$ cat src/design/sme_pkg.sv
// Package for the stable matching engine: sizes, codes, FSM state type,
// and the command/status structs between controller and datapath.
// No dependencies.
package sme_pkg;

  localparam int MAX_AGENTS = 16;
  localparam int AGENT_W    = $clog2(MAX_AGENTS);
  localparam int PART_W     = AGENT_W + 1;
  localparam int RAM_DEPTH  = MAX_AGENTS * MAX_AGENTS;
  localparam int RAM_AW     = $clog2(RAM_DEPTH);

  localparam logic [PART_W-1:0] NO_PARTNER = PART_W'(MAX_AGENTS);

  typedef enum logic [1:0] {
    FUNC_LOAD_PROP = 2'd0,
    FUNC_LOAD_ACC  = 2'd1,
    FUNC_RUN       = 2'd2
  } func_t;

  typedef enum logic [2:0] {
    S_IDLE,
    S_INIT,
    S_DEQ,
    S_PREF,
    S_RANK1,
    S_RANK2,
    S_OUT
  } state_t;

  typedef struct packed {
    logic load_pref;
    logic load_rank;
    logic init;
    logic deq;
    logic pref;
    logic rank1;
    logic rank2;
    logic out_adv;
  } cmd_t;

  typedef struct packed {
    logic exhausted;
    logic w_bad;
    logic held_free;
    logic queue_empty;
    logic out_last;
  } stat_t;

endpackage

$ cat src/design/sme_ram.sv
// Generic single-write, single-read RAM with a registered read port.
// No dependencies.
module sme_ram #(
  parameter int WIDTH = 4,
  parameter int DEPTH = 256
) (
  input  logic                     clk,
  input  logic                     we,
  input  logic [$clog2(DEPTH)-1:0] waddr,
  input  logic [WIDTH-1:0]         wdata,
  input  logic [$clog2(DEPTH)-1:0] raddr,
  output logic [WIDTH-1:0]         rdata
);

  logic [WIDTH-1:0] mem_r [DEPTH];
  logic [WIDTH-1:0] rdata_r;

  always_ff @(posedge clk) begin
    if (we) begin
      mem_r[waddr] <= wdata;
    end
    rdata_r <= mem_r[raddr];
  end

  assign rdata = rdata_r;

endmodule

$ cat src/design/sme_ctrl.sv
// Controller state machine of the stable matching engine.
// Depends on sme_pkg for the state type, codes and command/status structs.
module sme_ctrl
  import sme_pkg::*;
(
  input  logic       clk,
  input  logic       rst_n,
  input  logic       in_valid,
  input  logic [1:0] in_func,
  input  logic       out_ready,
  input  stat_t      stat,
  output cmd_t       cmd,
  output logic       in_ready,
  output logic       out_valid
);

  state_t state_r, state_nxt;

  always_ff @(posedge clk) begin
    if (!rst_n) begin
      state_r <= S_IDLE;
    end else begin
      state_r <= state_nxt;
    end
  end

  always_comb begin
    state_nxt = state_r;
    unique case (state_r)
      S_IDLE: begin
        if (in_valid && (in_func == FUNC_RUN)) state_nxt = S_INIT;
      end
      S_INIT:  state_nxt = S_DEQ;
      S_DEQ: begin
        state_nxt = stat.exhausted ? S_OUT : S_PREF;
      end
      S_PREF: begin
        priority if (stat.w_bad) begin
          state_nxt = S_DEQ;
        end else if (stat.held_free) begin
          state_nxt = stat.queue_empty ? S_OUT : S_DEQ;
        end else begin
          state_nxt = S_RANK1;
        end
      end
      S_RANK1: state_nxt = S_RANK2;
      S_RANK2: state_nxt = S_DEQ;
      S_OUT: begin
        if (out_ready && stat.out_last) state_nxt = S_IDLE;
      end
      default: state_nxt = S_IDLE;
    endcase
  end

  always_comb begin
    cmd       = '0;
    in_ready  = 1'b0;
    out_valid = 1'b0;
    unique case (state_r)
      S_IDLE: begin
        in_ready      = 1'b1;
        cmd.load_pref = in_valid && (in_func == FUNC_LOAD_PROP);
        cmd.load_rank = in_valid && (in_func == FUNC_LOAD_ACC);
      end
      S_INIT:  cmd.init  = 1'b1;
      S_DEQ:   cmd.deq   = 1'b1;
      S_PREF:  cmd.pref  = 1'b1;
      S_RANK1: cmd.rank1 = 1'b1;
      S_RANK2: cmd.rank2 = 1'b1;
      S_OUT: begin
        out_valid   = 1'b1;
        cmd.out_adv = out_ready;
      end
      default: ;
    endcase
  end

  a_ready_excl: assert property (@(posedge clk) disable iff (!rst_n)
    !(in_ready && out_valid))
    else $error("input ready while results are pending");

  a_back_idle: assert property (@(posedge clk) disable iff (!rst_n)
    out_valid && out_ready && stat.out_last |=> in_ready)
    else $error("engine not idle after final result transfer");

  a_out_entry: assert property (@(posedge clk) disable iff (!rst_n)
    $rose(out_valid) |-> ($past(state_r) == S_DEQ || $past(state_r) == S_PREF))
    else $error("results started without a finished run");

endmodule

$ cat src/design/sme_dp.sv
// Datapath of the stable matching engine: preference RAMs, matching arrays,
// free-proposer queue and result index. Depends on sme_pkg and sme_ram.
module sme_dp
  import sme_pkg::*;
(
  input  logic               clk,
  input  logic               rst_n,
  input  cmd_t               cmd,
  input  logic               cfg_wr_en,
  input  logic [4:0]         cfg_wr_data,
  input  logic [AGENT_W-1:0] in_person,
  input  logic [AGENT_W-1:0] in_position,
  input  logic [AGENT_W-1:0] in_choice,
  output stat_t              stat,
  output logic [AGENT_W-1:0] out_proposer,
  output logic [PART_W-1:0]  out_partner
);

  logic [4:0]         active_count_r;
  logic [PART_W-1:0]  n;

  logic [PART_W-1:0]  holder_r  [MAX_AGENTS];
  logic [PART_W-1:0]  partner_r [MAX_AGENTS];
  logic [PART_W-1:0]  nc_r      [MAX_AGENTS];
  logic [AGENT_W-1:0] queue_r   [MAX_AGENTS];
  logic [AGENT_W-1:0] head_r;
  logic [PART_W-1:0]  count_r;
  logic [AGENT_W-1:0] out_idx_r;

  logic [AGENT_W-1:0] m_r, w_r, held_r, rank_m_r;

  logic [AGENT_W-1:0] m_cur, tail, pref_rdata, rank_rdata;
  logic [PART_W-1:0]  nc_cur, held_cur;
  logic [RAM_AW-1:0]  pref_raddr, rank_raddr;

  // Clamp the active count to 1..MAX_AGENTS.
  always_comb begin
    priority if (active_count_r == '0) begin
      n = PART_W'(1);
    end else if (active_count_r > 5'(MAX_AGENTS)) begin
      n = PART_W'(MAX_AGENTS);
    end else begin
      n = PART_W'(active_count_r);
    end
  end

  assign m_cur      = queue_r[head_r];
  assign nc_cur     = nc_r[m_cur];
  assign tail       = head_r + count_r[AGENT_W-1:0];
  assign held_cur   = holder_r[pref_rdata];
  assign pref_raddr = {m_cur, nc_cur[AGENT_W-1:0]};
  assign rank_raddr = cmd.pref ? {pref_rdata, m_r} : {w_r, held_r};

  always_comb begin
    stat.exhausted   = nc_cur >= n;
    stat.w_bad       = {1'b0, pref_rdata} >= n;
    stat.held_free   = held_cur == NO_PARTNER;
    stat.queue_empty = count_r == '0;
    stat.out_last    = {1'b0, out_idx_r} == (n - PART_W'(1));
  end

  sme_ram #(.WIDTH(AGENT_W), .DEPTH(RAM_DEPTH)) u_pref_ram (
    .clk   (clk),
    .we    (cmd.load_pref),
    .waddr ({in_person, in_position}),
    .wdata (in_choice),
    .raddr (pref_raddr),
    .rdata (pref_rdata)
  );

  // An acceptor entry is stored as the rank of the named proposer.
  sme_ram #(.WIDTH(AGENT_W), .DEPTH(RAM_DEPTH)) u_rank_ram (
    .clk   (clk),
    .we    (cmd.load_rank),
    .waddr ({in_person, in_choice}),
    .wdata (in_position),
    .raddr (rank_raddr),
    .rdata (rank_rdata)
  );

  always_ff @(posedge clk) begin
    if (!rst_n) begin
      active_count_r <= 5'(MAX_AGENTS);
      head_r         <= '0;
      count_r        <= '0;
      out_idx_r      <= '0;
    end else begin
      if (cfg_wr_en) begin
        active_count_r <= cfg_wr_data;
      end
      priority if (cmd.init) begin
        head_r    <= '0;
        count_r   <= n;
        out_idx_r <= '0;
      end else if (cmd.deq) begin
        head_r  <= head_r + AGENT_W'(1);
        count_r <= count_r - PART_W'(1);
      end else if ((cmd.pref && stat.w_bad) || cmd.rank2) begin
        count_r <= count_r + PART_W'(1);
      end else if (cmd.out_adv) begin
        out_idx_r <= out_idx_r + AGENT_W'(1);
      end else begin
        head_r <= head_r;
      end
    end
  end

  always_ff @(posedge clk) begin
    if (cmd.init) begin
      for (int i = 0; i < MAX_AGENTS; i++) begin
        holder_r[i]  <= NO_PARTNER;
        partner_r[i] <= NO_PARTNER;
        nc_r[i]      <= '0;
        queue_r[i]   <= AGENT_W'(i);
      end
    end
    if (cmd.deq) begin
      m_r <= m_cur;
      if (stat.exhausted) begin
        partner_r[m_cur] <= NO_PARTNER;
      end else begin
        nc_r[m_cur] <= nc_cur + PART_W'(1);
      end
    end
    if (cmd.pref) begin
      w_r    <= pref_rdata;
      held_r <= held_cur[AGENT_W-1:0];
      if (stat.w_bad) begin
        queue_r[tail] <= m_r;
      end else if (stat.held_free) begin
        holder_r[pref_rdata] <= {1'b0, m_r};
        partner_r[m_r]       <= {1'b0, pref_rdata};
      end
    end
    if (cmd.rank1) begin
      rank_m_r <= rank_rdata;
    end
    if (cmd.rank2) begin
      // Strictly better rank wins; on a tie the acceptor keeps her holder.
      if (rank_m_r < rank_rdata) begin
        holder_r[w_r]     <= {1'b0, m_r};
        partner_r[m_r]    <= {1'b0, w_r};
        partner_r[held_r] <= NO_PARTNER;
        queue_r[tail]     <= held_r;
      end else begin
        queue_r[tail] <= m_r;
      end
    end
  end

  assign out_proposer = out_idx_r;
  assign out_partner  = partner_r[out_idx_r];

  a_count_bound: assert property (@(posedge clk) disable iff (!rst_n)
    count_r <= PART_W'(MAX_AGENTS))
    else $error("free queue overflow");

  a_deq_nonempty: assert property (@(posedge clk) disable iff (!rst_n)
    cmd.deq |-> count_r != '0)
    else $error("dequeue from empty free queue");

  a_rank_holder: assert property (@(posedge clk) disable iff (!rst_n)
    cmd.rank2 |-> holder_r[w_r] == {1'b0, held_r})
    else $error("rank compare against a proposer the acceptor does not hold");

endmodule

$ cat src/design/stable_matching_engine.sv
// Top level of the stable matching engine.
// Depends on sme_pkg, sme_ctrl and sme_dp (which uses sme_ram).

// This block computes a proposer-side stable matching between the first n
// proposers and the first n acceptors, where n is the active count written
// through the configuration port (0 counts as 1, values above 16 as 16).
// Items with func load proposer preferences (person, position, choice) or
// acceptor preferences, where the acceptor entry is kept as the rank of the
// named proposer. A run item starts the matching: a setup state, then each
// proposal passes the dequeue and preference states, and also both rank
// states when the acceptor is already held, because both ranks come in turn
// from the single read port of the rank memory. Then n results are
// transferred, one per cycle when the consumer is ready, in proposer order,
// with last set on the final one. If a proposer runs out of list entries
// the run stops early; he reports unmatched (partner 16) and the others
// report what they held at that moment. No new item is taken while a run
// or its result transfers are in progress. Preference entries that were
// never written must not be read by a run.
module stable_matching_engine
  import sme_pkg::*;
(
  input  logic               clk,
  input  logic               rst_n,
  input  logic               cfg_wr_en,
  input  logic [4:0]         cfg_wr_data,
  input  logic               in_valid,
  output logic               in_ready,
  input  logic [1:0]         in_func,
  input  logic [AGENT_W-1:0] in_person,
  input  logic [AGENT_W-1:0] in_position,
  input  logic [AGENT_W-1:0] in_choice,
  output logic               out_valid,
  input  logic               out_ready,
  output logic [AGENT_W-1:0] out_proposer,
  output logic [PART_W-1:0]  out_partner,
  output logic               out_last
);

  cmd_t  cmd;
  stat_t stat;

  // The controller sequences loads, setup, proposals and result transfers.
  sme_ctrl u_ctrl (
    .clk       (clk),
    .rst_n     (rst_n),
    .in_valid  (in_valid),
    .in_func   (in_func),
    .out_ready (out_ready),
    .stat      (stat),
    .cmd       (cmd),
    .in_ready  (in_ready),
    .out_valid (out_valid)
  );

  // The datapath holds the preference memories and all matching state.
  sme_dp u_dp (
    .clk          (clk),
    .rst_n        (rst_n),
    .cmd          (cmd),
    .cfg_wr_en    (cfg_wr_en),
    .cfg_wr_data  (cfg_wr_data),
    .in_person    (in_person),
    .in_position  (in_position),
    .in_choice    (in_choice),
    .stat         (stat),
    .out_proposer (out_proposer),
    .out_partner  (out_partner)
  );

  assign out_last = stat.out_last;

endmodule

$ cat config.mk
export PLATFORM = sky130hd
export DESIGN_NAME = stable_matching_engine
export DESIGN_NICKNAME = d
export VERILOG_FILES = /design/src/design/sme_pkg.sv /design/src/design/sme_ram.sv /design/src/design/sme_ctrl.sv /design/src/design/sme_dp.sv /design/src/design/stable_matching_engine.sv
export SDC_FILE = /design/constraint.sdc
export NUM_CORES = 2
export LEC_CHECK = 0
export BUFFER_PORTS_ARGS = -buffer_cell sky130_fd_sc_hd__buf_4
export CORE_MARGIN = 10
export CORE_UTILIZATION = 45
export CTS_CLUSTER_DIAMETER = 30
export DETAILED_ROUTE_END_ITERATION = 10
export SLEW_MARGIN = 20
export SYNTH_ARGS = -nofsm -noshare
export SYNTH_HDL_FRONTEND = slang
export SYNTH_SLANG_ARGS = --single-unit
$ cat constraint.sdc
create_clock -name clk -period 11.2 [get_ports clk]
set_input_delay 1.12 -clock clk [delete_from_list [all_inputs] [get_ports clk]]
set_output_delay 1.12 -clock clk [all_outputs]
set_load 0.03 [all_outputs]
==> summary.txt <==
GRT
  – Met1 Use GR: 30.4%
  – GR peak layer: met2
  – Antenna violations before repair: 6
  – Largest net degree at the start of global routing: 129
  – GRT Residual Overflow: 0
  – Met2 Track Usage GR: 35.6%
  – Number of global-route vias before repair: 61800
  – GR met3 Demand/Resource: about 4.8%
  – Global-route wire length before repair: roughly 400 mm
  – GRT Total Usage: 22.4%

Synth
  – Synth Area in Adders: 0.317%
  – Post-synthesis sequential area ratio: 71.2%
  – Post-synthesis cell count: between 6000 and 7000
  – Top_reg_cell synth: edfxtp_1
  – Count of cell types in the netlist: 91
  – Synth area leader: edfxtp_1
  – Post-Synthesis Cell Area: 99500 sq um
  – Synthesis-stage register bit count: 2405
  – Mux contribution to synthesized area: 9.96%
  – Synth Net Count: 6902
  – Post-Synth XOR/XNOR Area: 0.150%
  – Top-area cell type share of the netlist area: 68.6%
  – Compound-cell area share of the yosys netlist: 4.23%
  – Simple-gate portion of the synthesized area: 12.0%
  – Main combinational cell family by area after synthesis: simple AND/OR/NAND/NOR gates
  – Syn avg cell area: 14.5 sq um
  – Post-synth EDFFs: 2272
  – Ys Warns: 0
  – Async SR Flop Fraction: 0%
  – Top post-synthesis cells by area: edfxtp_1, mux4_2, nand2_1

Cells and area
  – FF/Latch Area: 70900 sq um
  – Share of layout cells above drive strength 1: 19.1%
  – Nets: roughly 7100
  – Area of the multi-input gates: 26800 sq um
  – Fill cells: 17700
  – Area delta synth->final: 19.4%

Floorplan
  – Site row count: between 150 and 200
  – Die Ht: 490 um
  – Die area: between 200000 and 250000 sq um
  – Core ar.: ~220000 sq um
  – I/O pin count: 36
  – Initial Utilization: a little under half
  – Chip Width: 490 um

Setup path
  – Worst reg-to-reg path cell count: 19
  – CP max stage delay: 0.73 ns
  – Critical Path RT: 12.10 ns
  – CP Class: reg -> reg
  – Critical path peak fanout: 89
  – FF-to-FF End: u_dp.u_pref_ram.rdata[2]
  – CP most frequent cell: buf_4
  – Worst setup SP type: register
  – CP delay by family, top: buffers and inverters
  – Slowest-stage cell, CP: buf_4
  – Worst EP arrival: 8.07 ns
  – CP Buf/Inv Count: 5
  – Crit. End Element: register
  – R2R Setup Slk: 4.04 ns
  – Crit-path cells: buf_4 > mux4_2 > a22oi_1 > o21a_4 > inv_4 > mux2_1 > o22ai_1 > mux2i_1 > and3_4 > inv_6 > buf_4 > nor2_4 > buf_4 > a32oi_1 > nand3_1 > a22o_1 > a31oi_1 > and4b_1 > nand4_1

Pwr
  – Leak: 0.0391 uW
  – Pwr Total: between 30000 and 40000 uW
  – Pwr dens: 276 nW/um^2
  – Worst vdd ir: 0.380 mV

Placed design
  – Routability cong.: 0.904
  – PortBufs: 35
  – Detailed placement HPWL: 167 mm
  – Place WS: 4.12 ns

Clock network
  – Max clock buf depth: 4
  – # clock sinks: 2405
  – CTS Buf Count: 473
  – Clk root buf: clkbuf_16
  – Hold-fix buffers, CTS: 0
  – Postcts setup bufs: 0
  – Post_cts resized: 0
  – TritonCTS clock tree: done
  – # H-tree levels: 5
  – Clk_lat worst skew: around 0.97 ns
  – Clk slew on worst S/H paths: 0.06 ns

Hold path
  – Min-delay src: cfg_wr_data[4]
  – Min-Delay Endpoint: u_dp.active_count_r[4]
  – Hold path depth: 3
  – HP Class: in -> reg

Timing
  – Final min period: 7.16 ns
  – Fin worst setup slack: between 4 and 5 ns
  – Worst slew margin relative to its limit: 18.3%
  – RSZ-0062 raised after global routing: no
  – Total Neg Setup Slack: 0 ns
  – Setup Skew: about 0.083 ns
  – Fin. Hold Viols: 0
  – Part of the cycle the worst path needs: a little under two thirds
  – Setup-failing EPs final: 0
  – Fmax: ~0.14 GHz
  – Max Slew Vio Count: 0
  – Worst-Margin Slew: 1.22 ns

Drt
  – Avg Vias per Cell: 5.90
  – Post-route DRC violation count: 0
  – Vias: 61300
  – DRT Wirelength: 277 mm
  – Routed len/inst: ~27 um
  – Detailed Route Iter0 Violations: 6795
  – Post-DRT Antenna Nets: 0
  – Detailed Routing Iterations Pass 1: 5

Run
  – Max Cap Viol: 0

Status
  – Outcome: completed
## cell usage in the layout, fill, tap and decap left out, types with 42 or more instances in the layout
cell | Yosys | routed
mux4_2 | 333 | 333
clkinv_2 | 0 | 60
a31oi_1 | 87 | 86
buf_4 | 16 | 139
clkinv_1 | 6 | 56
o21ai_0 | 74 | 73
a32oi_1 | 42 | 42
edfxtp_1 | 2272 | 2272
nand2_1 | 1090 | 1080
nor3_1 | 91 | 90
a21oi_1 | 119 | 114
bufinv_16 | 0 | 66
and2_1 | 70 | 69
mux2i_1 | 175 | 173
nand3_1 | 424 | 422
clkbuf_16 | 0 | 476
nor2_1 | 843 | 837
clkinvlp_4 | 0 | 69
dfxtp_1 | 133 | 133
nand4_1 | 65 | 65
a211oi_1 | 91 | 91
mux2_2 | 54 | 54
clkbuf_1 | 254 | 47
## cell usage after synthesis (16+ instances only)
cell / n
edfxtp_1: 2272
nand2_1: 1090
nor2_1: 843
nand3_1: 424
mux4_2: 333
clkbuf_1: 254
mux2i_1: 175
dfxtp_1: 133
buf_2: 120
a21oi_1: 119
a211oi_1: 91
nor3_1: 91
a31oi_1: 87
o21ai_0: 74
and2_1: 70
nand4_1: 65
mux2_2: 54
a32oi_1: 42
a311oi_1: 40
buf_1: 40
or2_2: 37
nand2b_1: 29
nor2b_1: 25
a32o_1: 24
and3_1: 24
ha_1: 22
nor4_1: 20
buf_4: 16
## routing by layer
metal | up-vias | part of all wire, % | routed length, um
met2 | 3015 | 47 | 130000
met4 | 0 | 3.7 | 10400
li1 | 26600 | - | -
met3 | 591 | 8.4 | 23300
met1 | 31100 | 41 | 113000
met5 | - | 0 | 0
## state kept, by name (all words and copies together) (netlist names), 5 cells and up, named ones only
signal                 count
u_dp.u_pref_ram.mem_r   1024
u_dp.u_rank_ram.mem_r   1024
u_dp.holder_r             80
u_dp.nc_r                 80
u_dp.partner_r            80
u_dp.queue_r              64
u_dp.active_count_r        5
u_dp.count_r               5
## worst register-to-register path: stages, from the launching register on
cell	delay (ns)
dfxtp_1	0.41
buf_4	0.34
mux4_2	0.55
a22oi_1	0.24
o21a_4	0.45
inv_4	0.28
mux2_1	0.42
o22ai_1	0.16
mux2i_1	0.12
and3_4	0.39
inv_6	0.74
buf_4	0.73
nor2_4	0.23
buf_4	0.32
a32oi_1	0.31
nand3_1	0.11
a22o_1	0.26
a31oi_1	0.70
and4b_1	0.28
nand4_1	0.08
## through the flow
step | area (sq um) | hold WS, ns | utilization (%) | std cells
floorplan | 99500 | 0.408 | - | 6854
global placement | 103000 | 0.422 | 46.7 | 9524
detailed placement | 103000 | 0.418 | 46.7 | 9524
CTS | 119000 | 0.367 | 54.0 | 10400
global route | 119000 | 0.406 | 54.0 | 10400
finish | 119000 | 0.423 | 54.0 | 10400
## kinds of logic after synthesis
kind of cell,Yosys count
DFF,2405
AOI/OAI and AO/OA,602
xor gates and xnor gates,17
muxes,567
and+or+nand+nor,2767
adders and majority gates,24
buffers and inverters,472
## power by group
part | switching [uW] | internal [uW] | leakage, uW | total, uW
Clock | 4700 | 9320 | 0.00764 | 14000
Combinational | 6030 | 2470 | 0.00995 | 8500
Sequential | 157 | 10100 | 0.0215 | 10300
## worst max-delay path by stage
stage / from / endpoint / slack, ns / cells past startpoint
2_1_floorplan: register / u_dp.nc_r[12][0] / 5.86 / 26
3_3_place_gp: register / u_dp.partner_r[10][4] / 4.24 / 23
3_5_place_dp: register / u_dp.partner_r[10][2] / 4.12 / 22
4_1_cts: register / u_dp.partner_r[10][2] / 4.05 / 23
5_1_grt: register / u_dp.partner_r[10][4] / 3.49 / 22
6_report: register / u_dp.u_pref_ram.rdata[2] / 4.04 / 19
## layout make-up
type	instances	area share, %
antenna	7	0.0147
inverter	28	0.107
tap	2958	3.11
clock buffer	528	10.2
timing repair buffer	157	1.13
multi-input combinational	3977	22.5
sequential	2405	59.6
clock inverter	334	3.26
Power figures use the tool's default switching activity.
